[config.mk]
export PLATFORM = sky130hd
export DESIGN_NAME = rft_ram
export DESIGN_NICKNAME = d
export VERILOG_FILES = /design/src/rtl/core/rft_ram.sv
export SDC_FILE = /design/constraint.sdc
export NUM_CORES = 1
export LEC_CHECK = 0
export BUFFER_PORTS_ARGS = -buffer_cell sky130_fd_sc_hd__buf_2
export CAP_MARGIN = 5
export CELL_PAD_IN_SITES_DETAIL_PLACEMENT = 1
export CELL_PAD_IN_SITES_GLOBAL_PLACEMENT = 1
export CORE_MARGIN = 10
export CORE_UTILIZATION = 44
export DETAILED_ROUTE_END_ITERATION = 6
export PLACE_DENSITY_LB_ADDON = 0.1
export SYNTH_ARGS = -nofsm -noshare
export SYNTH_HDL_FRONTEND = slang
export SYNTH_SLANG_ARGS = --single-unit
[constraint.sdc]
create_clock -name clk -period 4.6 [get_ports clk]
set_input_delay 0.92 -clock clk [delete_from_list [all_inputs] [get_ports clk]]
set_output_delay 0.92 -clock clk [all_outputs]
set_load 0.005 [all_outputs]
[src/rtl/core/rft_ram.sv]
// generic single write, single read port ram with registered read data
// no dependencies
module rft_ram #(
	parameter int WIDTH = 8,
	parameter int DEPTH = 16
) (
	input  logic                                       clk,
	input  logic                                       we,
	input  logic [((DEPTH > 1) ? $clog2(DEPTH) : 1)-1:0] waddr,
	input  logic [WIDTH-1:0]                           wdata,
	input  logic                                       re,
	input  logic [((DEPTH > 1) ? $clog2(DEPTH) : 1)-1:0] raddr,
	output logic [WIDTH-1:0]                           rdata
);

	logic [WIDTH-1:0] mem_q [DEPTH];
	logic [WIDTH-1:0] rdata_q;

	always_ff @(posedge clk) begin
		if (we) begin
			mem_q[waddr] <= wdata;
		end
		if (re) begin
			rdata_q <= mem_q[raddr];
		end
	end

	assign rdata = rdata_q;

endmodule

# Yosys cells after proc, flatten, opt, wreduce, memory -nomap -nowiden
# Memory sizes are Yosys's and may differ from the RTL's. A register that Yosys moved wholly into a read port is not among the register bits.
# Index checks and enable logic that the tools add are counted.
# totals
ramBits	128
memories	1
input_bits	19
ff_bits	0
word_cells	3
# memory_table
name	words	width	read_ports	rd_ports_with_merged_regs	wr	line	source
mem_q	16	8	1	1	1	16	logic [WIDTH-1:0] mem_q [DEPTH];
# op_classes
muxes	2
# ops
op	n
1-bit 2-to-1 mux	2

# Logic depth before layout (Yosys ltp)
# Gate-level depths: netlist of run 1.
# logic_depth
ltp_word	2
depth_mapped	5

# Least setup slack after synthesis of run 1
# OpenSTA, ideal clock, no wires.
# synth_path
path_type	in2reg
start	input port waddr[2] (netlist bit)
end	memory mem_q[0][0], enable pin
path_slack_ps	2187
path_stages	2
setup_time_ps	383
arrival_time_ps	2030
n_path_buf	0
path_cell_list	or3b_2 > nor3_1
# synth_lines
element	line	source
start, declared	9	input logic [((DEPTH > 1) ? $clog2(DEPTH) : 1)-1:0] waddr,
end, declared	16	
# Straight into the memory's write port.

==> results of run 1 <==
final cells by class:
cell class	count	area, sq um
clock buffer	17	425
timing repair buffer	30	160
multi-input combinational	83	1070
clock inverter	15	274
tap	143	179
sequential	136	4080
fill	996	5330
registers in the layout (all words and copies together), names as in the netlist:
| name | flops |
|---|---|
| mem_q | 128 |
| rdata | 8 |
synth_stat cells:
| cell | number |
|---|---|
| nor2_1 | 13 |
| nor2b_1 | 1 |
| nand3_1 | 1 |
| nor3_1 | 4 |
| buf_4 | 1 |
| clkdlybuf4s25_2 | 3 |
| or3b_2 | 1 |
| buf_6 | 3 |
| nand2b_1 | 2 |
| and2_1 | 1 |
| nand2_1 | 9 |
| mux4_2 | 18 |
| a22oi_1 | 16 |
| nand3b_1 | 2 |
| mux4_1 | 14 |
| buf_2 | 3 |
| edfxtp_1 | 136 |
| and2b_1 | 1 |
metrics by stage:
stage | instance area (sq um) | util | hold slack, ns | cells | setup WS (ns)
floorplan | 5230 | - | 0.705 | 229 | 2.19
global placement | 5490 | 0.477 | 0.727 | 392 | 1.57
detailed placement | 5490 | 0.477 | 0.747 | 392 | 1.55
CTS | 6190 | 0.537 | 0.767 | 424 | 1.96
global route | 6190 | 0.537 | 0.794 | 424 | 1.89
finish | 6190 | 0.537 | 0.767 | 424 | 2.01
cell families (layout without fill, tap and decap cells):
logic type	count (synthesis)	count (layout)	share of synthesized area
simple gates	35	35	0.0314
mux	32	32	0.148
flops	136	136	0.781
buf+inv	10	62	0.0165
compound gates	16	16	0.0230
power by group:
group	leakage [nW]	switching, mW	internal [mW]
clock	0.334	0.519	1.07
sequential	1.24	0.00817	1.40
combinational	0.496	0.0743	0.0495
cells in the final DEF, fill, tap and decap left out:
master	netlist	final
buf_4	1	4
or3b_2	1	1
nor3_2	0	2
nand2_1	9	9
nand3_1	1	1
nand3b_1	2	2
nor2_1	13	13
mux4_2	18	18
and2_1	1	1
edfxtp_1	136	136
clkinvlp_4	0	2
and2b_1	1	1
mux4_1	14	14
nor2b_1	1	1
a22oi_1	16	16
clkbuf_16	0	17
bufinv_16	0	7
nor3_1	4	2
inv_6	0	1
buf_2	3	26
clkinv_4	0	4
nand2b_1	2	2
clkinv_2	0	1
per-layer routing:
metal	vias up	global-route usage
met3	17	0.0361
li1	1059	-
met4	0	0.0742
met5	-	0
met1	1322	0.188
met2	52	0.220
critical path: stages:
cell and delay, ns:
buf_2 0.69, buf_4 0.29, mux4_2 0.51, a22oi_1 0.23, nand2_1 0.10
worst paths after layout:
check                  endpoint             startpoint  cells past startpoint  slack (ns)
max          rdata[5]$_DFFE_PP_               raddr[0]                      5        2.01
min          rdata[2]$_DFFE_PP_  mem_q[4][2]$_DFFE_PP_                      3        0.77
max reg2reg  rdata[5]$_DFFE_PP_  mem_q[1][5]$_DFFE_PP_                      3        3.09
min reg2reg  rdata[2]$_DFFE_PP_  mem_q[4][2]$_DFFE_PP_                      3        0.77
==> flow_metrics.env, run 1 <==
export IMPL_grt_max_degree=33
export IMPL_setup_viol=0
export IMPL_grt_pass1_vias=2639
export IMPL_min_path_type="flop to flop"
export IMPL_rows=39
export IMPL_first_pass_iters=4
export IMPL_via_count=2450
export IMPL_post_cts_buffers=0
export IMPL_synth_seq_area_share=0.781
export IMPL_insertion_delay_ns=0.41
export IMPL_cts_reportedPaths_clkPinSlew_ns=0.06
export IMPL_clock_path_buffers=2
export IMPL_slew_violations=0
export IMPL_p_total_mw=3.12
export IMPL_grt_overflow_total=0
export IMPL_yosysTopAreaCell="edfxtp_1"
export IMPL_ant_nets=0
export IMPL_rsz0062_at_grt="false"
export IMPL_synth_avg_cell_area_sq_um=22.8
export IMPL_drtIter0Drc=187
export IMPL_tritoncts="yes"
export IMPL_ctsHtreeMaxLevel=4
export IMPL_max_cap_viol_count=0
export IMPL_m1WireLength_um=5240
export IMPL_numPortBuffers=26
export IMPL_end_kind="flop"
export IMPL_fp_dieArea_sq_um=16600
export IMPL_initial_utilization=0.454
export IMPL_p_leak_nw=2.07
export IMPL_layout_min_cycle_time_ns=2.59
export IMPL_cts_resized=0
export IMPL_critPathLaunchType="input port"
export IMPL_io_pins=27
export IMPL_critPathRequiredTime_ns=4.76
export IMPL_top_layer="met4"
export IMPL_vdd_ir_drop_max_v=0.000241
export IMPL_fp_dieW_um=129
export IMPL_gp_congestion=0.680
export IMPL_antenna_found_initial=0
export IMPL_yosysUniqueCellTypes=18
export IMPL_met2WireLength_um=5390
export IMPL_synth_cells=229
export IMPL_layout_nets=287
export IMPL_antennaDiodeCount=0
export IMPL_drc_errors=0
export IMPL_setup_tns_ns=0
export IMPL_cts_buffers=17
export IMPL_core_sq_um=11500
export IMPL_dp_hpwl_um=6880
export IMPL_vias_per_cell=5.78
export IMPL_wl_per_cell_um=26.5
export IMPL_fmax_ghz=0.386
export IMPL_slew_headroom=0.305
export IMPL_grt_pass1_wl_um=16900
export IMPL_wl_met3_um=363
export IMPL_fin_crit_sh=0.563
export IMPL_die_y_um=129
export IMPL_yosys_warnings=0
export IMPL_p_per_area_nw_per_um2=504
export IMPL_crit_arrival_ns=2.75
export IMPL_area_delta_synth_final_pct=18.4
export IMPL_syn_area_sq_um=5230
export IMPL_synthDominantCellAreaShare=0.781
export IMPL_worstMarginPinSlew_ns=1.04
export IMPL_wl_um=11200
export IMPL_cts_sinks=136
export IMPL_yosys_top_cells_area="edfxtp_1 (78%), mux4_2 (7.8%), mux4_1 (7.0%)"
export IMPL_finClkSkew_ns=0.00714
export IMPL_ys_ff_latch=136
export IMPL_drive_gt1_frac=0.295
export IMPL_synthesis_nets=248
export IMPL_hold_violations=0
export IMPL_status="complete, no violations"
export IMPL_grt_usage=0.144
export IMPL_cts_hold_buf=0
export IMPL_root_buffer="clkbuf_16"
export IMPL_critical_path_class="input port to flop"
export IMPL_critPathMaxFanout=27
Power figures use the tool's default switching activity.
==> run 2: changes to the inputs <==
==> constraint.sdc (replaced) <==
create_clock -name clk -period 2.2 [get_ports clk]
set_input_delay 0.44 -clock clk [delete_from_list [all_inputs] [get_ports clk]]
set_output_delay 0.44 -clock clk [all_outputs]
set_load 0.005 [all_outputs]
==> run 2 against run 1 <==
- register-to-register slack got worse by 2.4 ns
- total power is 88% higher
- flip-flop and latch count is the same
- routed wire length shrank 3.7%
- clock skew decreased by 0.0017 ns
- setup slack worse by 1.5 ns
- count of clock-buffer cells in the layout is 1 higher
- first-iteration DRC count fell by 7.5%
- critical path type unchanged
- largest cell class unchanged
==> flow_metrics.env, run 2 (synthesis gave the netlist of run 1 again) <==
export IMPL_status="complete, no violations"
export IMPL_slew_headroom=0.722
export IMPL_antenna_found_initial=0
export IMPL_cts_hold_buf=0
export IMPL_grt_max_degree=20
export IMPL_rows=39
export IMPL_final_cell_mix="edfxtp_1 (136), buf_2 (26), buf_4 (23)"
export IMPL_fin_crit_sh=0.780
export IMPL_holdWs_ns=0.423
export IMPL_worstMarginPinSlew_ns=0.417
export IMPL_rrSetupSlack_ns=0.70
export IMPL_drc_errors=0
export IMPL_p_leak_nw=2.12
export IMPL_p_total_mw=5.87
export IMPL_startpoint="raddr[0]"
export IMPL_vdd_ir_drop_max_v=0.000483
export IMPL_fp_dieW_um=129
export IMPL_critPathLaunchType="input port"
export IMPL_grt_pass1_wl_um=16700
export IMPL_cts_buffers=17
export IMPL_min_path_type="input port to flop"
export IMPL_finClkSkew_ns=0.00542
export IMPL_wl_um=10800
export IMPL_tritoncts="yes"
export IMPL_root_buffer="clkbuf_16"
export IMPL_top_register="mem_q"
export IMPL_setup_viol=0
export IMPL_gp_congestion=0.720
export IMPL_worstSetupEndpoint="rdata[5]$_DFFE_PP_"
export IMPL_grt_overflow_total=0
export IMPL_cts_reportedPaths_clkPinSlew_ns=0.05
export IMPL_antennaDiodeCount=0
export IMPL_cts_resized=0
export IMPL_max_cap_viol_count=0
export IMPL_r2r_end="rdata[6]$_DFFE_PP_"
export IMPL_drtIter0Drc=173
export IMPL_grt_usage=0.140
export IMPL_area_delta_synth_final_pct=19.5
export IMPL_ff2ff_path_depth=3
export IMPL_r2r_start="mem_q[2][6]$_DFFE_PP_"
export IMPL_layout_nets=309
export IMPL_crit_arrival_ns=1.86
export IMPL_first_pass_iters=4
export IMPL_post_cts_buffers=0
export IMPL_critical_path_class="input port to flop"
export IMPL_grt_pass1_vias=2701
export IMPL_critPathMaxFanout=19
export IMPL_critPathRequiredTime_ns=2.34
export IMPL_setup_tns_ns=0
export IMPL_largest_register_ffs=128
export IMPL_hold_violations=0
export IMPL_core_sq_um=11500
export IMPL_initial_utilization=0.454
export IMPL_vias_per_cell=5.59
export IMPL_die_y_um=129
export IMPL_io_pins=27
export IMPL_numPortBuffers=26
export IMPL_rsz0062_at_grt="false"
export IMPL_drive_gt1_frac=0.330
export IMPL_fmax_ghz=0.582
export IMPL_cts_sinks=136
export IMPL_finalNonFillerCells=446
export IMPL_slew_violations=0
export IMPL_dp_cells=414
export IMPL_fp_dieArea_sq_um=16600
export IMPL_ant_nets=0
export IMPL_end_kind="flop"
export IMPL_wl_per_cell_um=24.2
export IMPL_slowest_stage="mux4_1"
export IMPL_layout_min_cycle_time_ns=1.72
export IMPL_ctsHtreeMaxLevel=4
export IMPL_p_per_area_nw_per_um2=940
export IMPL_path_cells="buf_2, buf_12, buf_4, mux4_1, a22oi_1, nand2_1"
export IMPL_dp_hpwl_um=6960
export IMPL_final_common_cell="edfxtp_1"
export IMPL_via_count=2491
export IMPL_insertion_delay_ns=0.40
export IMPL_slowest_delay_ns=0.55
export IMPL_clock_path_buffers=2
## run 2: metrics by stage
stage	util	cell area, sq um	setup WS [ns]
2_1_floorplan	-	5230	0.267
3_3_place_gp	0.493	5680	0.0685
3_5_place_dp	0.493	5680	0.0533
4_1_cts	0.542	6250	0.474
5_1_grt	0.542	6250	0.397
6_report	0.542	6250	0.483
## run 2: worst min path at each step
stage / startpoint / end / cells past startpoint
global route: re / rdata[7]$_DFFE_PP_ / 1
floorplan: wdata[0] / mem_q[0][0]$_DFFE_PP_ / 0
detailed placement: mem_q[12][0]$_DFFE_PP_ / rdata[0]$_DFFE_PP_ / 3
CTS: re / rdata[4]$_DFFE_PP_ / 1
global placement: mem_q[12][0]$_DFFE_PP_ / rdata[0]$_DFFE_PP_ / 3
finish: re / rdata[3]$_DFFE_PP_ / 1
## run 2: final cells by class
cell class	count	area, sq um
tap	143	179
clock inverter	14	134
fill	1013	5270
sequential	136	4080
clock buffer	18	429
multi-input combinational	83	1060
timing repair buffer	52	363
## run 2: worst max-delay path: cells and delay by family
| family | cells | cell delay [ns] |
|---|---|---|
| AO/OA/AOI/OAI | 1 | 0.28 |
| buffers and inverters | 3 | 0.49 |
| multiplexers | 1 | 0.55 |
| AND/OR/NAND/NOR | 1 | 0.09 |
## run 2: power breakdown
group	total, mW	leakage [nW]	switching [mW]	internal [mW]
sequential	2.94	1.24	0.0168	2.92
clock	2.65	0.263	1.00	1.65
combinational	0.278	0.623	0.154	0.123
total	5.87	2.12	1.18	4.69
## run 2: metal layers
layer  up-vias  global-route usage  share of wire
li1       1101                   -              -
met1      1317               0.187           0.46
met2        64               0.215           0.47
met3         9              0.0366          0.059
met4         0              0.0542         0.0083
met5         -                   0              0
==> run 3: changes to the inputs <==
==> constraint.sdc (replaced) <==
create_clock -name clk -period 1.39 [get_ports clk]
set_input_delay 0.278 -clock clk [delete_from_list [all_inputs] [get_ports clk]]
set_output_delay 0.278 -clock clk [all_outputs]
set_load 0.005 [all_outputs]
==> run 3 against run 2 <==
- the run now ends with setup timing left
- flip-flop and latch count unchanged
- first-iteration DRC count is 29% higher
- global-route usage rose by 0.67 points
- die area did not move
- clock skew rose by 0.0023 ns
- core utilization is 1.7 points higher
- worst hold slack worse by 0.17 ns
==> flow_metrics.env, run 3 (synthesis gave the netlist of run 1 again) <==
export IMPL_critPathMaxFanout=1
export IMPL_ctsHtreeMaxLevel=4
export IMPL_drc_errors=0
export IMPL_rows=39
export IMPL_min_path_type="input port to flop"
export IMPL_slew_headroom=0.344
export IMPL_slew_violations=0
export IMPL_initial_utilization=0.454
export IMPL_vias_per_cell=5.54
export IMPL_fp_dieW_um=129
export IMPL_crit_arrival_ns=1.62
export IMPL_max_cap_viol_count=0
export IMPL_drive_gt1_frac=0.421
export IMPL_status="finished with violations"
export IMPL_slowest_delay_ns=0.50
export IMPL_antenna_found_initial=0
export IMPL_area_delta_synth_final_pct=23.3
export IMPL_grt_pass1_wl_um=17400
export IMPL_slowest_stage="mux4_2"
export IMPL_numPortBuffers=26
export IMPL_wl_um=11400
export IMPL_path_cells="mux4_2, a22oi_2, nand2_1"
export IMPL_grt_pass1_vias=2846
export IMPL_fin_util=0.560
export IMPL_rrSetupSlack_ns=-0.08
export IMPL_fmax_ghz=0.678
export IMPL_cts_sinks=136
export IMPL_core_sq_um=11500
export IMPL_io_pins=27
export IMPL_root_buffer="clkbuf_16"
export IMPL_setup_ws_ns=-0.0843
export IMPL_finClkSkew_ns=0.00773
export IMPL_end_kind="flop"
export IMPL_clock_path_buffers=2
export IMPL_top_register="mem_q"
export IMPL_rsz0062_at_grt="true"
export IMPL_p_per_area_nw_per_um2=1530
export IMPL_violations="setup timing"
export IMPL_cts_reportedPaths_clkPinSlew_ns=0.06
export IMPL_dp_slack_ns=-0.483
export IMPL_wl_per_cell_um=25.2
export IMPL_hold_violations=0
export IMPL_final_cell_mix="edfxtp_1 (136), mux4_2 (31), buf_2 (26)"
export IMPL_gp_congestion=0.689
export IMPL_dp_hpwl_um=7210
export IMPL_setup_viol=4
export IMPL_crit_buf_inv=0
export IMPL_layout_nets=315
export IMPL_drtIter0Drc=224
export IMPL_worstMarginPinSlew_ns=0.981
export IMPL_grt_max_degree=17
export IMPL_antennaDiodeCount=0
export IMPL_grt_usage=0.147
export IMPL_fillerInstances=1020
export IMPL_grt_overflow_total=0
export IMPL_ant_nets=0
export IMPL_critPathLaunchType="flop"
export IMPL_cts_hold_buf=0
export IMPL_cts_buffers=17
export IMPL_largest_register_ffs=128
export IMPL_die_y_um=129
export IMPL_vdd_ir_drop_max_v=0.000835
export IMPL_setup_tns_ns=-0.223
export IMPL_fin_crit_sh=1.06
export IMPL_via_count=2504
export IMPL_tritoncts="yes"
export IMPL_crit_family="multiplexers"
export IMPL_first_pass_iters=4
export IMPL_layout_min_cycle_time_ns=1.47
export IMPL_critical_path_class="flop to flop"
export IMPL_insertion_delay_ns=0.41
export IMPL_final_common_cell="edfxtp_1"
export IMPL_fp_dieArea_sq_um=16600
export IMPL_critPathRequiredTime_ns=1.54
export IMPL_p_leak_nw=2.17
==> run 3: cell count changes in the layout (fill, tap and decap cells not counted), moves of 4 or more <==
cell	previous run	this run
mux4_2	18	31
nor3_1	4	0
mux4_1	14	1
clkinvlp_4	5	0
a22oi_1	16	9
buf_12	3	9
a22oi_2	0	7
==> run 3: power breakdown <==
part | switching [mW] | internal, mW | total (mW) | leakage (nW)
clock network | 1.58 | 3.16 | 4.73 | 0.304
registers | 0.0287 | 4.62 | 4.65 | 1.24
logic | 0.270 | 0.232 | 0.502 | 0.628
==> run 3: repair_timing <==
| item | 4_1_cts | 5_1_grt |
|---|---|---|
| setup endpoints to repair | 7 | 8 |
| setup buffers | 0 | 0 |
| gates resized for setup | 7 | 0 |
| pin swaps | 2 | 2 |
| gates cloned | 0 | 0 |
==> run 3: per-stage QoR <==
stage / hold slack [ns] / area (sq um) / power [mW] / instances
floorplan: 0.377 / 5250 / 4.98 / 229
global placement: 0.669 / 5790 / 5.22 / 420
detailed placement: 0.681 / 5790 / 5.23 / 420
CTS: 0.243 / 6440 / 9.98 / 452
global route: 0.246 / 6440 / 10.2 / 452
finish: 0.254 / 6440 / 9.89 / 452
==> run 3: worst paths after layout <==
| check | from | to | cells past startpoint |
|---|---|---|---|
| worst max-delay path | mem_q[11][5]$_DFFE_PP_ | rdata[5]$_DFFE_PP_ | 3 |
| worst min-delay path | wdata[4] | mem_q[1][4]$_DFFE_PP_ | 1 |
| worst max register to register | mem_q[11][5]$_DFFE_PP_ | rdata[5]$_DFFE_PP_ | 3 |
| worst min register to register | mem_q[14][4]$_DFFE_PP_ | rdata[4]$_DFFE_PP_ | 3 |
==> run 3: per-layer routing <==
metal / global-route usage / vias to the layer above / part of all wire
li1: - / 1102 / -
met1: 0.187 / 1338 / 0.45
met2: 0.229 / 52 / 0.50
met3: 0.0431 / 12 / 0.036
met4: 0.0635 / 0 / 0.017
met5: 0 / - / 0
==> run 3: final cells by class <==
class | instances | area, sq um | area share
sequential | 136 | 4080 | 0.634
multi-input combinational | 83 | 1080 | 0.168
timing repair buffer | 58 | 483 | 0.0750
clock buffer | 21 | 440 | 0.0683
tap | 143 | 179 | 0.0278
clock inverter | 11 | 178 | 0.0276
==> run 3: worst reg2reg max path, delay by kind of cell, from the launching register on <==
kind            cells  cell delay, ns
mux                 1            0.50
flops               1            0.40
compound gates      1            0.23
simple gates        1            0.10
