===== src/rtl/core/rft_pkg.sv =====
// shared types and constants for the retry failure tracker
// no dependencies
package rft_pkg;

	localparam int SLOT_COUNT = 64;
	localparam int IDX_W = (SLOT_COUNT > 1) ? $clog2(SLOT_COUNT) : 1;
	localparam int CNT_W = $clog2(SLOT_COUNT + 1);

	localparam logic [3:0]  LIMIT_RESET  = 4'd8;
	localparam logic [31:0] EXPIRY_RESET = 32'd5000;

	typedef enum logic [1:0] {
		OP_CHECK = 2'd0,
		OP_NOTE  = 2'd1,
		OP_CLEAR = 2'd2
	} opcode_t;

	typedef enum logic {
		REG_FAILURE_LIMIT = 1'b0,
		REG_EXPIRY_AGE    = 1'b1
	} reg_index_t;

	typedef logic [IDX_W-1:0] idx_t;

	typedef struct packed {
		logic [3:0]  count;
		logic [15:0] buffer_key;
		logic [31:0] owner_key;
		logic [31:0] last_time;
	} slot_word_t;

	localparam int WORD_W = $bits(slot_word_t);

	typedef struct packed {
		logic       done;
		logic       hit;
		logic       free;
		idx_t       hit_idx;
		idx_t       free_idx;
		slot_word_t hit_word;
		slot_word_t slot0_word;
	} scan_res_t;

endpackage


===== src/rtl/core/rft_scan.sv =====
// slot scan sequencer: walks the slot ram one entry a cycle through one key compare
// depends on rft_pkg
module rft_scan (
	input  logic                           clk,
	input  logic                           arst_n,
	input  logic                           start,
	input  logic [15:0]                    buffer_key,
	input  logic [31:0]                    owner_key,
	input  logic [rft_pkg::SLOT_COUNT-1:0] valid_bits,
	input  rft_pkg::slot_word_t            rd_data,
	output logic                           rd_en,
	output rft_pkg::idx_t                  rd_addr,
	output rft_pkg::scan_res_t             res
);

	typedef enum logic {
		SC_IDLE,
		SC_RUN
	} sc_state_t;

	sc_state_t                 state_q;
	logic [rft_pkg::CNT_W-1:0] iss_q;
	logic                      pend_q;
	rft_pkg::idx_t             chk_q;
	rft_pkg::scan_res_t        res_q;
	logic                      live;
	logic                      match;
	logic                      last;

	assign rd_en   = (state_q == SC_RUN) && (iss_q < rft_pkg::CNT_W'(rft_pkg::SLOT_COUNT));
	assign rd_addr = iss_q[rft_pkg::IDX_W-1:0];

	assign live  = valid_bits[chk_q] && (rd_data.count != 4'd0);
	assign match = live && (rd_data.buffer_key == buffer_key)
		&& (rd_data.owner_key == owner_key);
	assign last  = (chk_q == rft_pkg::IDX_W'(rft_pkg::SLOT_COUNT - 1));

	always_ff @(posedge clk or negedge arst_n) begin
		if (!arst_n) begin
			state_q    <= SC_IDLE;
			iss_q      <= '0;
			pend_q     <= 1'b0;
			res_q.done <= 1'b0;
			res_q.hit  <= 1'b0;
			res_q.free <= 1'b0;
		end else begin
			case (state_q)
				SC_IDLE: begin
					pend_q <= 1'b0;
					if (start) begin
						state_q    <= SC_RUN;
						iss_q      <= '0;
						res_q.done <= 1'b0;
						res_q.hit  <= 1'b0;
						res_q.free <= 1'b0;
					end
				end
				SC_RUN: begin
					pend_q <= rd_en;
					chk_q  <= rd_addr;
					if (rd_en) begin
						iss_q <= iss_q + 1'b1;
					end
					if (pend_q) begin
						if (chk_q == '0) begin
							res_q.slot0_word <= rd_data;
						end
						if (match) begin
							res_q.hit      <= 1'b1;
							res_q.hit_idx  <= chk_q;
							res_q.hit_word <= rd_data;
							res_q.done     <= 1'b1;
							state_q        <= SC_IDLE;
						end else begin
							if (!live && !res_q.free) begin
								res_q.free     <= 1'b1;
								res_q.free_idx <= chk_q;
							end
							if (last) begin
								res_q.done <= 1'b1;
								state_q    <= SC_IDLE;
							end
						end
					end
				end
				default: begin
					state_q <= SC_IDLE;
				end
			endcase
		end
	end

	assign res = res_q;

endmodule


===== config.mk =====
export PLATFORM = sky130hd
export DESIGN_NAME = rft_scan
export DESIGN_NICKNAME = d
export VERILOG_FILES = /design/src/rtl/core/rft_pkg.sv /design/src/rtl/core/rft_scan.sv
export SDC_FILE = /design/constraint.sdc
export NUM_CORES = 1
export LEC_CHECK = 0
export BUFFER_PORTS_ARGS = -buffer_cell sky130_fd_sc_hd__buf_2
export CELL_PAD_IN_SITES_DETAIL_PLACEMENT = 1
export CELL_PAD_IN_SITES_GLOBAL_PLACEMENT = 1
export CORE_MARGIN = 1.5
export CORE_UTILIZATION = 30
export DETAILED_ROUTE_END_ITERATION = 10
export PLACE_DENSITY_LB_ADDON = 0.1
export SLEW_MARGIN = 15
export SYNTH_ARGS = -nofsm -noshare
export SYNTH_HDL_FRONTEND = slang
export SYNTH_SLANG_ARGS = --single-unit

===== constraint.sdc =====
create_clock -name clk -period 15 [get_ports clk]
set_clock_uncertainty 0.1 [all_clocks]
set_input_delay 2.25 -clock clk [delete_from_list [all_inputs] [get_ports clk]]
set_output_delay 2.25 -clock clk [all_outputs]
set_load 0.02 [all_outputs]

## Word-level counts from Yosys, hierarchy flattened

Index checks and enable logic that the tools add are counted.

- Bits of input ports: 199
- Output and inout bits: 190
- Memory bits (read-only): 0
- RAM bits: 0
- Memories: 0
- Word-level logic and storage cells: 73
- Bits in registers: 198
- Bits in latches: 0

- $lt $le $gt $ge: 2
- Shift-type cells: 0
- Multipliers: 0
- Reductions and logical operators: 17
- Add/sub/neg operators: 1
- Mux-type cells: 24
- Div/mod/pow operators: 0
- Bitwise operators: 2
- Equality and inequality tests: 10

Operators by type and width:

| kind | number |
|---|---|
| 183-bit 2-to-1 mux | 1 |
| 84-bit 2-to-1 mux | 2 |
| 32-bit equality test | 1 |
| 6-bit 2-to-1 mux | 3 |
| 16-bit equality test | 1 |
| 7-bit 2-to-1 mux | 2 |
| 7-bit one-hot mux with 2 select lines | 1 |
| 4-bit AND reduction | 3 |
| 1-bit 2-to-1 mux | 10 |
| 7-bit by 1-bit adder with 7-bit output, second input constant | 1 |
| 6-bit by 7-bit < comparator with 1-bit output, second input constant | 1 |
| 7-bit < comparator, second input constant | 1 |
| 1-bit binary-select mux with 6-bit select | 1 |
| 6-bit equality test, second input constant | 1 |
| 6-bit zero test | 1 |
| 2-bit by 1-bit inequality test with 1-bit output, second input constant | 3 |
| 2-bit inequality test, second input constant | 3 |
| 3-bit one-hot mux with 2 select lines | 1 |
| 3-bit AND reduction | 2 |
| 1-bit logical AND | 5 |
| 5-bit AND reduction | 1 |
| 1-bit one-hot mux with 2 select lines | 2 |
| 2-bit AND reduction | 2 |
| 4-bit nonzero test | 1 |
| 4 further kinds | 6 |

## Depth between registers and ports, before layout

Gate-level depths: netlist (run 1).

- Depth after elaboration: 9
- Mapped depth: 9
- Mapped depth without buffers: 7

## Worst setup path before layout (run 1)

Ideal clock, no wire load.

- Path kind: input port to flip-flop
- From: in arst_n
- To: reg res_q (netlist bit res[0]), enable pin
- Path slack: 6.203 ns
- Data arrival time: 8.067 ns
- Stages: 2
- Setup time: 0.630 ns
- Path through: nand2_1 -> nor3_1

- Cells in the longest elaborated chain, start to end: 1

RTL lines:

| element | line | text |
|---|---|---|
| from (decl) | rft_scan.sv:5 | `input logic arst_n,` |
| 4-bit AND reduction (no source line) | n/a |  |
| to (decl) | rft_scan.sv:25 | `rft_pkg::scan_res_t res_q;` |

No other way between the ends.
A chain may end at the register's enable or synchronous reset.

## Worst setup path in the final report (run 1)

- From: in owner_key[26]
- To: reg res_q (netlist bit res[103]), enable pin

- Cells in the longest elaborated chain, start to end: 3

RTL lines:

| element | line | text |
|---|---|---|
| from (decl) | rft_scan.sv:8 | `input logic [31:0] owner_key,` |
| 32-bit equality test | rft_scan.sv:35 | `&& (rd_data.owner_key == owner_key);` |
| 1-bit logical AND | rft_scan.sv:35 |  |
| 4-bit AND reduction (no source line) | n/a |  |

No other way between the ends.

==> results of run 1 <==
-- critical path: stages --
cell and delay, ns:
buf_2 0.11, xor2_1 0.15, nor4_1 0.46, nand4_1 0.35, a2111oi_4 0.48, nor2b_4 0.20, buf_4 0.49, buf_4 0.67
-- sequential cells by signal, summed over array words and instances, names as in the netlist --
signal	cells
pend_q	1
res	183
state_q	1
iss_q	7
chk_q	6
-- area by class of cell --
| cell class | instances | area share |
|---|---|---|
| Timing Repair Buffer | 393 | 0.1922 |
| Sequential cell | 198 | 0.5714 |
| Clock buffer | 17 | 0.04130 |
| Clock inverter | 15 | 0.01968 |
| Tap cell | 324 | 0.03935 |
| Antenna cell | 3 | 0.0007288 |
| Multi-Input combinational cell | 182 | 0.1347 |
| Inverter | 2 | 0.0007288 |
-- cell families after synthesis --
logic type	after synthesis	synth area share
flops	198	0.7969
buf+inv	16	0.01694
xor+xnor	50	0.05929
mux	32	0.04337
fa+ha+maj	1	0.001694
compound gates	37	0.03930
simple gates	62	0.04252
-- per-stage QoR --
step | util | hold slack, ns | worst slack, ns | cells | area (um2)
global placement | 0.3986 | 0.3896 | 9.260 | 1099 | 9666
global route | 0.4247 | 0.4495 | 9.555 | 1133 | 10300
floorplan | - | 0.3694 | 6.203 | 396 | 7386
detailed placement | 0.3986 | 0.3974 | 9.183 | 1099 | 9666
CTS | 0.4245 | 0.4228 | 9.631 | 1131 | 10290
finish | 0.4248 | 0.4138 | 9.755 | 1134 | 10300
-- per-layer routing --
metal / up-vias / routed length (um) / share of wire
met1: 2523 / 8747 / 0.39
met3: 34 / 1537 / 0.068
met5: - / 23 / 0.0010
met2: 210 / 11930 / 0.53
met4: 4 / 445 / 0.020
li1: 2327 / - / -
-- synthesized netlist by cell type, drive strengths merged --
| master | number |
|---|---|
| nand2b | 4 |
| clkbuf | 4 |
| nor2b | 4 |
| mux2i | 32 |
| o31ai | 1 |
| a2111oi | 1 |
| a21o | 1 |
| nor4 | 13 |
| nor2 | 11 |
| xor2 | 50 |
| nand3 | 3 |
| o21ai | 7 |
| o211ai | 1 |
| nand4 | 5 |
| edfxtp | 186 |
| ha | 1 |
| a31oi | 1 |
| or2 | 1 |
| inv | 2 |
| a22oi | 16 |
| a21oi | 1 |
| dfrtp | 12 |
| buf | 10 |
| nor3 | 2 |
| o22ai | 5 |
| a22o | 3 |
| and2 | 3 |
| nand2 | 16 |
-- final timing paths --
path,to,slack [ns],depth (start not counted)
worst max-delay path,res[103],9.75,8
worst min-delay path,res[181],0.41,1
worst max register to register,res[103],10.97,10
worst min register to register,res[181],0.41,1
max in group asynchronous,res[180],12.94,1
min in group asynchronous,iss_q[4],1.61,1
-- power groups by stage --
stage / combinational, uW / clock (uW) / sequential [uW]
after floorplan: 149 / 0 / 681
after global placement: 221 / 0 / 675
after detailed placement: 226 / 0 / 677
after CTS: 227 / 490 / 665
after global routing: 245 / 507 / 670
final: 222 / 475 / 665
==> results.md, run 1 <==
STA:
- Adding up every negative setup slack in the final design gives 0 ns.
- The count of endpoints failing hold in the final timing report is 0.
- In this run the tightest slew margin relative to its limit is 0.4137.
- Setup repair after global routing left no endpoint under its margin.
- The count of pins over their slew limit came to 0.
- At the pin with the least slew margin, the transition time is between 0.8 and 0.9 ns.
- Dividing the final minimum period by the clock period gives 0.3497.
- Setup violations remaining at the end of the flow were counted as 0.
- The post-route minimum period is approximately 5.2 ns.
- Static timing analysis puts the maximum clock frequency at roughly 190 MHz.

Hold path:
- The class of the tightest hold or removal check is reg2reg.
- The source of the worst hold timing path is res[181].

Route:
- The wire length per cell is 20.01 um.
- The residual antenna-violating net count after detailed routing is 0.
- Using the TritonRoute via totals, the vias-per-cell ratio works out to roughly 4.5.
- The violation count after the first detailed-routing iteration is approximately 270.
- After detailed routing, the number of remaining DRC violations is 0.
- The first TritonRoute pass finished after 5 iterations.
- For this block, the routed nets add up to 22690 um of wire.
- The via count of the routed design is between 5k and 6k.

Worst setup path:
- The startpoint of the worst setup timing path is owner_key[26].
- The start-to-end type of the worst setup path is in2reg.
- Of all nets on the critical path, the largest fanout is 48.
- The worst setup path is captured at a flop.
- The element type at the critical path start is an input pin.
- For the worst setup path, the data arrival time is 5.21 ns.
- For the worst setup path, the data required time is 14.96 ns.
- The startpoint of the lowest-slack register-to-register path is chk_q[1].

CTS:
- In this run, post-CTS repair resized a total of 0 instances.
- The clock network latency to the later pin of the worst-skew pair is ~0.42 ns.
- The number of buffers added for setup after CTS is 0.
- The clock passes through at most 2 buffers.
- The TritonCTS clock tree is built.
- After clock tree synthesis, the clock-pin slew on the worst setup and hold paths is ~0.080 ns.
- Counting every sink on the clock net gives between 150 and 200.
- The total clock buffers created by CTS is 17.
- The number of buffers inserted by hold repair at cts is 0.
- The clock root buffer master is clkbuf_16.
- The level count of the clock H-tree is 4.

Power and ir drop:
- The overall power consumption is ~1400 uW.
- The share of power burned in combinational logic is 0.163.
- The total power density per cell area is 132.3 nW/um2.
- IR analysis of the VDD net gives a maximum drop of between 0.07 and 0.08 mV.
- The switching power of the nets is 391.0 uW.
- The internal power is around 970 uW.
- The sequential share of power is 0.488.
- The analysis attributes to cell leakage a power of between 0.004 and 0.005 uW.
- The switching part of the total power is 0.2869.
- The share of total power dissipated in the clock network is 0.349.

Status:
- The run finished with clean final reports.

Synth:
- The mapped netlist covers ~7400 um2.
- In the post-synthesis netlist, the biggest area contributors are edfxtp_1 76%, xor2_1 5.9%, mux2i_1 4.3%, dfrtp_1 4.1%, a22oi_1 1.6%.
- The Yosys step of the flow raised 0 warnings.
- The number of different library cells in the post-synthesis netlist is 34.
- The post-synthesis sequential element count is around 200.
- Each instance of the synthesized netlist takes up on average ~19 um2.
- The share of synthesized area in the top cell type comes to 0.7562.
- When the netlist entered floorplanning its net count stood at 596.
- For this run, the register share of the synthesized area comes to 0.7969.
- Synthesis produced 396 cells.
- Summed over all instances, the cell type with the most area after synthesis is edfxtp_1.

Cells and area:
- The area growth from synthesis to final layout is 39.47%.
- The fill cell instance count of the final layout is around 2.6k.
- The most common cell after layout, fill and taps aside is buf_2.
- Summing all multi-input logic gate instances after layout gives around 1400 um2.
- The sequential cell area is approximately 5900 um2.
- The post-layout net count is ~990.
- Leaving out fill and tap cells, the most frequent cells in the layout are 388 x buf_2, 186 x edfxtp_1, 50 x xor2_1.
- In the final layout, the share of cells above drive strength 1 is 0.5341.

Global routing:
- For this run, global-route usage on met1 was measured as 0.1970.
- The met3 track demand over resource is 0.04753.
- The met2 track utilization from global routing is 0.3138.
- The via count of the first global-routing pass is around 5.4k.
- Entering global routing, the biggest net connects 53 pins.
- Global routing finished with a remaining overflow of 0.
- The number of antenna violations at the first check in global routing came to 5.
- The layer flagged by global routing as most heavily used is met2.
- Across every metal layer, demand over resource in global routing totals 0.1739.
- The wire length of the first global-routing pass is between 30000 and 40000 um.

Flow run:
- The number of max-cap violations is 0.

Placement:
- The detailed placement HPWL is around 18000 um.
- The count of port buffers added during placement is 388.
- The congestion estimate from routability-driven global placement came to 0.8704.

Die:
- The initial cell density of the core is 0.3046.
- The die covers roughly 26000 um2.
- The chip width is approximately 160 um.
- Row generation in the floorplan step produced 57 rows.
- Pin placement for this block handled 389 I/O pins.
- The core footprint is between 20000 and 25000 um2.
- The die is approximately 160 um tall.
Power figures use the tool's default switching activity.
==> inputs of run 2 (changes only) <==
ABC_AREA = 1   (was default)
clock period = 4.41 ns   (was 15 ns; I/O delays follow)
==> results.md, run 2 <==
Placement:
- The routability-driven placement congestion ratio came to 0.7787 (was 0.8704).
- The detailed placement HPWL is 19570 um (was 17810 um).
- The count of port buffers added during placement came to 388 (unchanged).

CTS:
- The number of gates given a new drive strength after cts is 0 (unchanged).
- The buffer depth of the longest clock path is 2 (unchanged).
- The clock network latency to the later pin of the worst-skew pair is 0.43 ns (was 0.42 ns).
- The number of buffers inserted by hold repair at cts is 0 (unchanged).
- The TritonCTS clock tree is built (unchanged).
- The total number of clock tree sinks came to 198 (unchanged).
- The level count of the clock H-tree is 4 (unchanged).
- The clock slew at the register clock pins of the worst setup and hold paths is 0.08 ns (about the same).
- The number of buffers added for setup after CTS was 0 (unchanged).
- The clock root buffer master is clkbuf_16 (unchanged).
- The total clock buffers created by CTS is 17 (unchanged).

Die:
- The core footprint is 25250 um2 (was 24250 um2).
- The site row count was 58 (was 57).
- The initial cell density of the core is 0.3072 (was 0.3046).
- The number of primary I/O pins came to 389 (unchanged).
- The chip width is 163.8 um (was 159.9 um).
- The overall die height is 163.8 um (was 159.9 um).
- The area enclosed by the die boundary is 26840 um2 (was 25570 um2).

STA:
- The maximum operating frequency is about 340 MHz.
- The final sum of negative setup slack is 0 ns (unchanged).
- The post-route minimum period is 2.914 ns.
- Setup repair after global routing missed its margin: no (unchanged).
- The count of pins over their slew limit was 0 (unchanged).
- The post-route clock period utilization is 0.6608.
- The count of endpoints failing hold in the final timing report is 0 (unchanged).
- The final hold slack is 0.02119 ns (was 0.4138 ns).
- The slew of the pin with the lowest slew margin was 0.8462 ns (was 0.8727 ns).
- The normalized max-slew margin is 0.4341 (was 0.4137).
- The final count of negative-setup-slack endpoints is 0 (unchanged).

Worst setup path:
- The start-to-end type of the worst setup path is reg2reg (was in2reg).
- The largest fanout on the critical path was 63 (was 48).
- The data required time at the worst endpoint is 4.39 ns (was 14.96 ns).
- The type of element capturing the critical path is a flop (unchanged).
- List of cells traversed by the critical path: inv_4 -> nand2_1 -> nand2_1 -> nand2_1 -> nand2_1 -> nand2_1 -> nand2_1 -> nor2_1 -> nor2_1 -> nor2_1 -> nand2_1 -> nand4_1 -> nor2_4 -> buf_12 (was buf_2 -> xor2_1 -> nor4_1 -> nand4_1 -> a2111oi_4 -> nor2b_4 -> buf_4 -> buf_4).
- The worst stage delay on the critical path is 0.65 ns (was 0.67 ns).
- The register-to-register setup slack is 1.50 ns (was 10.97 ns).
- The data arrival time of the critical path is 2.90 ns (was 5.21 ns).
- The combined buffer and inverter count along the critical path is 2 (was 3).
- The startpoint of the lowest-slack register-to-register path is chk_q[0] (was chk_q[1]).
- The cell with the biggest individual delay on the critical path is edfxtp_1 (was buf_4).
- The most common cell type on the critical path is nand2_1 (was buf_4).
- The family with the most delay on the worst path was simple AND/OR/NAND/NOR gates (was buffers and inverters).
- The element type at the critical path start is a flop (was input pin).
- The reg-to-reg endpoint is res[151] (was res[103]).
- The path depth of the worst reg2reg path is 14 (was 10).

Power and ir drop:
- The total power density per cell area is 356.7 nW/um2 (was 132.3 nW/um2).
- The leakage power total is 0.004758 uW (was 0.004277 uW).
- The overall power consumption is 3816 uW (was 1363 uW).
- The worst-case vdd ir drop is 0.2128 mV (was 0.07475 mV).

Synth:
- The proportion of synthesized chip area in sequential cells was 0.7586 (was 0.7969).
- The proportion of synthesized flip-flops having asynchronous set or reset is 0.06061 (unchanged).
- Leading post-synthesis cells by cell area: edfxtp_1 72%, nand2_1 7.8%, xnor2_1 4.4%, dfrtp_1 3.9%, inv_1 3.5% (was edfxtp_1 76%, xor2_1 5.9%, mux2i_1 4.3%, dfrtp_1 4.1%, a22oi_1 1.6%).
- The prevailing post-synth register cell is edfxtp_1 (unchanged).
- The total nets after synthesis is 789 (was 596).
- Top cells by count, synth: 186 x edfxtp_1, 162 x nand2_1, 72 x inv_1 (was 186 x edfxtp_1, 50 x xor2_1, 32 x mux2i_1).
- The number of different library cells in the post-synthesis netlist is 25 (was 34).
- The post-synthesis sequential element count is 198 (unchanged).
- The synthesized area per cell is 13.17 um2 (was 18.65 um2).
- The number of instances in the synthesized netlist was 589 (was 396).
- The post-synth design cell area is 7759 um2 (was 7386 um2).
- The number of flops mapped to enable cells by yosys came to 186 (unchanged).
- The top cell type's share of synthesized area is 0.7199 (was 0.7562).
- The library cell with the largest summed area after synthesis is edfxtp_1 (unchanged).
- The most frequently used cell type in the post-synthesis netlist is edfxtp_1 (unchanged).
- The yosys synthesis warning count is 0 (unchanged).

Route:
- The violation count after the first detailed-routing iteration is 382 (was 268).
- The via count of the routed design is 5726 (was 5098).
- The total iterations of the first detailed-routing run is 4 (was 5).
- The wire length per cell is 18.63 um (was 20.01 um).
- The number of DRC violations after detailed routing is 0 (unchanged).
- The via density per instance came to 4.299 (was 4.496).
- The residual antenna-violating net count after detailed routing came to 0 (unchanged).
- The total routed wirelength is 24810 um (was 22690 um).

Global routing:
- The wire length of the first global-routing pass came to 35900 um (was 33190 um).
- The number of antenna violations at the first check in global routing is 3 (was 5).
- The global-route usage over all layers is 0.1847 (was 0.1739).
- The via count of the first global-routing pass is 5810 (was 5366).
- The largest net degree at the start of global routing is 64 (was 53).
- The total congestion overflow is 0 (unchanged).

Status:
- Run status: finished, final reports clean (unchanged).

Hold path:
- The class of the tightest hold or removal check is in2async (was reg2reg).

Flow run:
- The number of max-cap violations is 0 (unchanged).

Cells and area:
- The post-layout net count came to 1187 (was 994).
- The most common cell after layout, fill and taps aside is buf_2 (unchanged).
- The flip-flop count of the largest register, all copies and words added is 183 (unchanged).
- The area growth from synthesis to final layout is 37.90% (was 39.47%).
- Highest-count cells in the layout ignoring fill and taps: 388 x buf_2, 186 x edfxtp_1, 162 x nand2_1 (was 388 x buf_2, 186 x edfxtp_1, 50 x xor2_1).
- The fill cell instance count of the final layout was 2871 (was 2596).
- The fraction of final layout cells with drive strength greater than 1 is 0.4370 (was 0.5341).
[run 2: logic make-up (layout without fill, tap and decap cells)]
group,after synthesis,after routing,synth area share
flops,198,198,0.7586
simple gates,242,242,0.1271
buf+inv,90,501,0.05322
fa+ha+maj,1,1,0.001612
xor+xnor,43,43,0.04854
compound gates,15,15,0.01097
other cells,0,2,0
[run 2: metal layers]
layer  vias up  track usage  part of all wire  wire (um)
li1       2758            -                 -          -
met1      2724       0.2139              0.39       9671
met2       216       0.3343              0.53      13040
met3        26      0.04343             0.069       1707
met4         2      0.06033             0.015        374
met5         -            0           0.00044         11
[run 2: metrics by stage]
step                      instances    util  setup WS, ns  instance area [um2]
after global routing           1332  0.4237         1.191                10700
after detailed placement       1298  0.3995         1.465                10090
after global placement         1298  0.3995         1.419                10090
after CTS                      1330  0.4235         1.455                10690
after floorplan                 589       -        0.1149                 7772
final                          1332  0.4237         1.496                10700
[run 2: how the worst max path moves through the flow]
stage,startpoint,end,depth (start not counted)
4_1_cts,chk_q[0],res[88],14
2_1_floorplan,buffer_key[5],res[100],8
3_5_place_dp,rd_data[65],res[99],11
5_1_grt,chk_q[0],res[88],13
6_report,chk_q[0],res[151],14
3_3_place_gp,rd_data[65],res[137],11
[run 2: area by class of cell]
cell class,count,area (um2),share of cell area
flip-flops and latches,198,5886,0.5501
repair buffers,395,2032,0.1899
multi-input cells,301,1479,0.1382
clock buffers,17,425.4,0.03976
well taps,330,412.9,0.03859
inverters,74,280.3,0.02620
clock inverters,15,178.9,0.01672
diodes,2,5.005,0.0004678
[run 2: where the power goes]
part / internal, uW / switching [uW] / total (uW)
combinational: 104 / 95.5 / 200
sequential: 2050 / 0 / 2050
clock: 769 / 798 / 1570
total: 2920 / 894 / 3820
[run 2: worst register-to-register path, stage by stage, from the launching register on]
cell and delay [ns]:
edfxtp_1 0.65, inv_4 0.37, nand2_1 0.12, nand2_1 0.08
nand2_1 0.05, nand2_1 0.07, nand2_1 0.05, nand2_1 0.08
nor2_1 0.04, nor2_1 0.08, nor2_1 0.04, nand2_1 0.11
nand4_1 0.17, nor2_4 0.16, buf_12 0.31
==> inputs of run 3 (changes only) <==
clock period = 2.6 ns   (was 4.41 ns; I/O delays follow)
==> results.md, run 3 (same netlist as run 2, synthesis figures left out) <==
Global routing:
- The total congestion overflow is 0 (unchanged).
- The global-route usage over all layers is 0.1819 (was 0.1847).
- The wire length of the first global-routing pass is 35370 um (was 35900 um).
- The number of antenna violations at the first check in global routing came to 3 (unchanged).
- The largest net degree at the start of global routing came to 38 (was 64).
- The via count of the first global-routing pass came to 5658 (was 5810).

Die:
- The overall die height is 163.8 um (unchanged).
- The initial cell density of the core came to 0.3072 (unchanged).
- The site row count was 58 (unchanged).
- The chip width came to 163.8 um (unchanged).
- The core footprint is 25250 um2 (unchanged).
- The number of primary I/O pins is 389 (unchanged).
- The area enclosed by the die boundary is 26840 um2 (unchanged).

Cells and area:
- The flip-flop count of the largest register, all copies and words added is 183 (unchanged).
- The fill cell instance count of the final layout was 2874 (was 2871).
- The area growth from synthesis to final layout was 42.43% (was 37.90%).
- The fraction of final layout cells with drive strength greater than 1 was 0.4514 (was 0.4370).
- Highest-count cells in the layout ignoring fill and taps: 388 x buf_2, 186 x edfxtp_1, 161 x nand2_1 (was 388 x buf_2, 186 x edfxtp_1, 162 x nand2_1).
- The most common cell after layout, fill and taps aside is buf_2 (unchanged).
- The number of cells in the finished layout apart from fillers is 1362 (was 1332).
- The post-layout net count is 1215 (was 1187).

CTS:
- The total number of clock tree sinks is 198 (unchanged).
- The TritonCTS clock tree is built (unchanged).
- The clock slew at the register clock pins of the worst setup and hold paths is 0.08 ns (about the same).
- The level count of the clock H-tree is 4 (unchanged).
- The clock network latency to the later pin of the worst-skew pair is 0.43 ns (about the same).
- The clock root buffer master is clkbuf_16 (unchanged).
- The buffer depth of the longest clock path is 2 (unchanged).
- The total clock buffers created by CTS is 17 (unchanged).

Route:
- The via count of the routed design is 5869 (was 5726).
- The total iterations of the first detailed-routing run was 4 (unchanged).
- The residual antenna-violating net count after detailed routing is 0 (unchanged).
- The wire length per cell came to 18.56 um (was 18.63 um).
- The violation count after the first detailed-routing iteration is 303 (was 382).
- The total routed wirelength was 25290 um (was 24810 um).
- The number of DRC violations after detailed routing came to 0 (unchanged).
- The via density per instance is 4.309 (was 4.299).

Placement:
- The routability-driven placement congestion ratio is 0.8372 (was 0.7787).
- The instance count after placement with tap cells included is 1318 (was 1298).
- The count of port buffers added during placement came to 388 (unchanged).
- The detailed placement HPWL was 19970 um (was 19570 um).
- The post-place setup slack was 0.02154 ns (was 1.465 ns).

STA:
- The final count of negative-setup-slack endpoints was 0 (unchanged).
- The post-route minimum period came to 2.502 ns (was 2.914 ns).
- The maximum operating frequency came to 399.8 MHz (was 343.1 MHz).
- The final sum of negative setup slack is 0 ns (unchanged).
- The slack of the critical path is 0.09850 ns (was 1.496 ns).
- The post-route clock period utilization is 0.9621 (was 0.6608).
- The normalized max-slew margin is 0.6052 (was 0.4341).
- The count of endpoints failing hold in the final timing report is 0 (unchanged).
- The count of pins over their slew limit was 0 (unchanged).
- Setup repair after global routing missed its margin: yes (was no).
- The slew of the pin with the lowest slew margin came to 0.5900 ns (was 0.8462 ns).

Power and ir drop:
- The worst-case vdd ir drop is 0.4326 mV (was 0.2128 mV).
- The leakage power total was 0.004928 uW (was 0.004758 uW).
- The total power density per cell area is 597.1 nW/um2 (was 356.7 nW/um2).

Worst setup path:
- The element type at the critical path start is a flop (unchanged).
- The register-to-register setup slack is 0.1 ns (was 1.50 ns).
- The path depth of the worst reg2reg path came to 16 (was 14).
- The startpoint of the lowest-slack register-to-register path is chk_q[0] (unchanged).
- The data required time at the worst endpoint is 2.64 ns (was 4.39 ns).
- The largest fanout on the critical path is 17 (was 63).
- The type of element capturing the critical path was a flop (unchanged).
- The start-to-end type of the worst setup path is reg2reg (unchanged).
- The reg-to-reg endpoint is res[162] (was res[151]).
- The data arrival time of the critical path was 2.54 ns (was 2.90 ns).

Flow run:
- The number of max-cap violations is 0 (unchanged).

Hold path:
- In this run the most critical hold path is launched from rd_data[22].
- The class of the tightest hold or removal check was in2reg (was in2async).
- Along the worst hold path, the cell count comes to 1.
- The endpoint of the worst hold path is res[22].

Status:
- Run status: finished, final reports clean (unchanged).
run 3: worst max-delay path by stage:
stage,slack (ns),to,depth (start not counted),start
6_report,0.1,res[162],16,chk_q[0]
5_1_grt,-0.08,res[124],17,chk_q[0]
4_1_cts,0.07,res[169],16,chk_q[0]
3_5_place_dp,0.02,res[153],12,rd_data[65]
3_3_place_gp,0.07,res[153],12,rd_data[65]
2_1_floorplan,-0.88,res[0],5,chk_q[1]
run 3: what timing repair did:
item                                    in CTS  in global routing
resized for setup                            0                  8
hold endpoints to repair                    12                  0
buffers inserted                             0                  6
endpoints found under the setup margin       0                 95
hold buffers                                 1                  0
run 3: layout make-up:
class	instances	area, um2	area share
Sequential cell	198	5886	0.5326
Timing Repair Buffer	422	2352	0.2129
Multi-Input combinational cell	301	1481	0.1341
Clock buffer	17	425.4	0.03850
Tap cell	330	412.9	0.03736
Inverter	74	290.3	0.02627
Clock inverter	15	186.4	0.01687
Antenna cell	4	10.01	0.0009058
Timing Repair inverter	1	6.256	0.0005661
run 3: per-layer routing:
metal	part of all wire	GRT usage	wire, um
met2	0.53	0.3259	13310
met5	0	0	0
met1	0.40	0.2171	10190
met4	0.017	0.06488	427
met3	0.054	0.03409	1359
run 3: report_power, final:
part,switching (uW),total [uW],internal [uW]
registers,0,3470,3470
clock network,1310,2770,1470
logic,167,349,181
run 3: per-stage QoR:
step	area (um2)	util	total power, uW	hold slack (ns)
floorplan	7792	-	3670	-0.005591
global placement	10330	0.4092	3893	0.2727
detailed placement	10330	0.4092	3899	0.2697
CTS	10960	0.4339	6667	0.01786
global route	11050	0.4374	6817	0.02029
finish	11050	0.4376	6598	0.04356
run 3: critical path, cell delays in order, from the launching register on:
cell      delay [ns]
edfxtp_1        0.42
buf_4           0.18
inv_4           0.13
nand2_1         0.07
nand2_1         0.06
nand2_1         0.04
o21ai_1         0.10
nand2_1         0.07
nand2_1         0.07
nor2_1          0.04
nor2_1          0.08
nor2_1          0.06
nand2_2         0.08
nand4_1         0.18
nor2_4          0.21
buf_12          0.16
buf_12          0.16
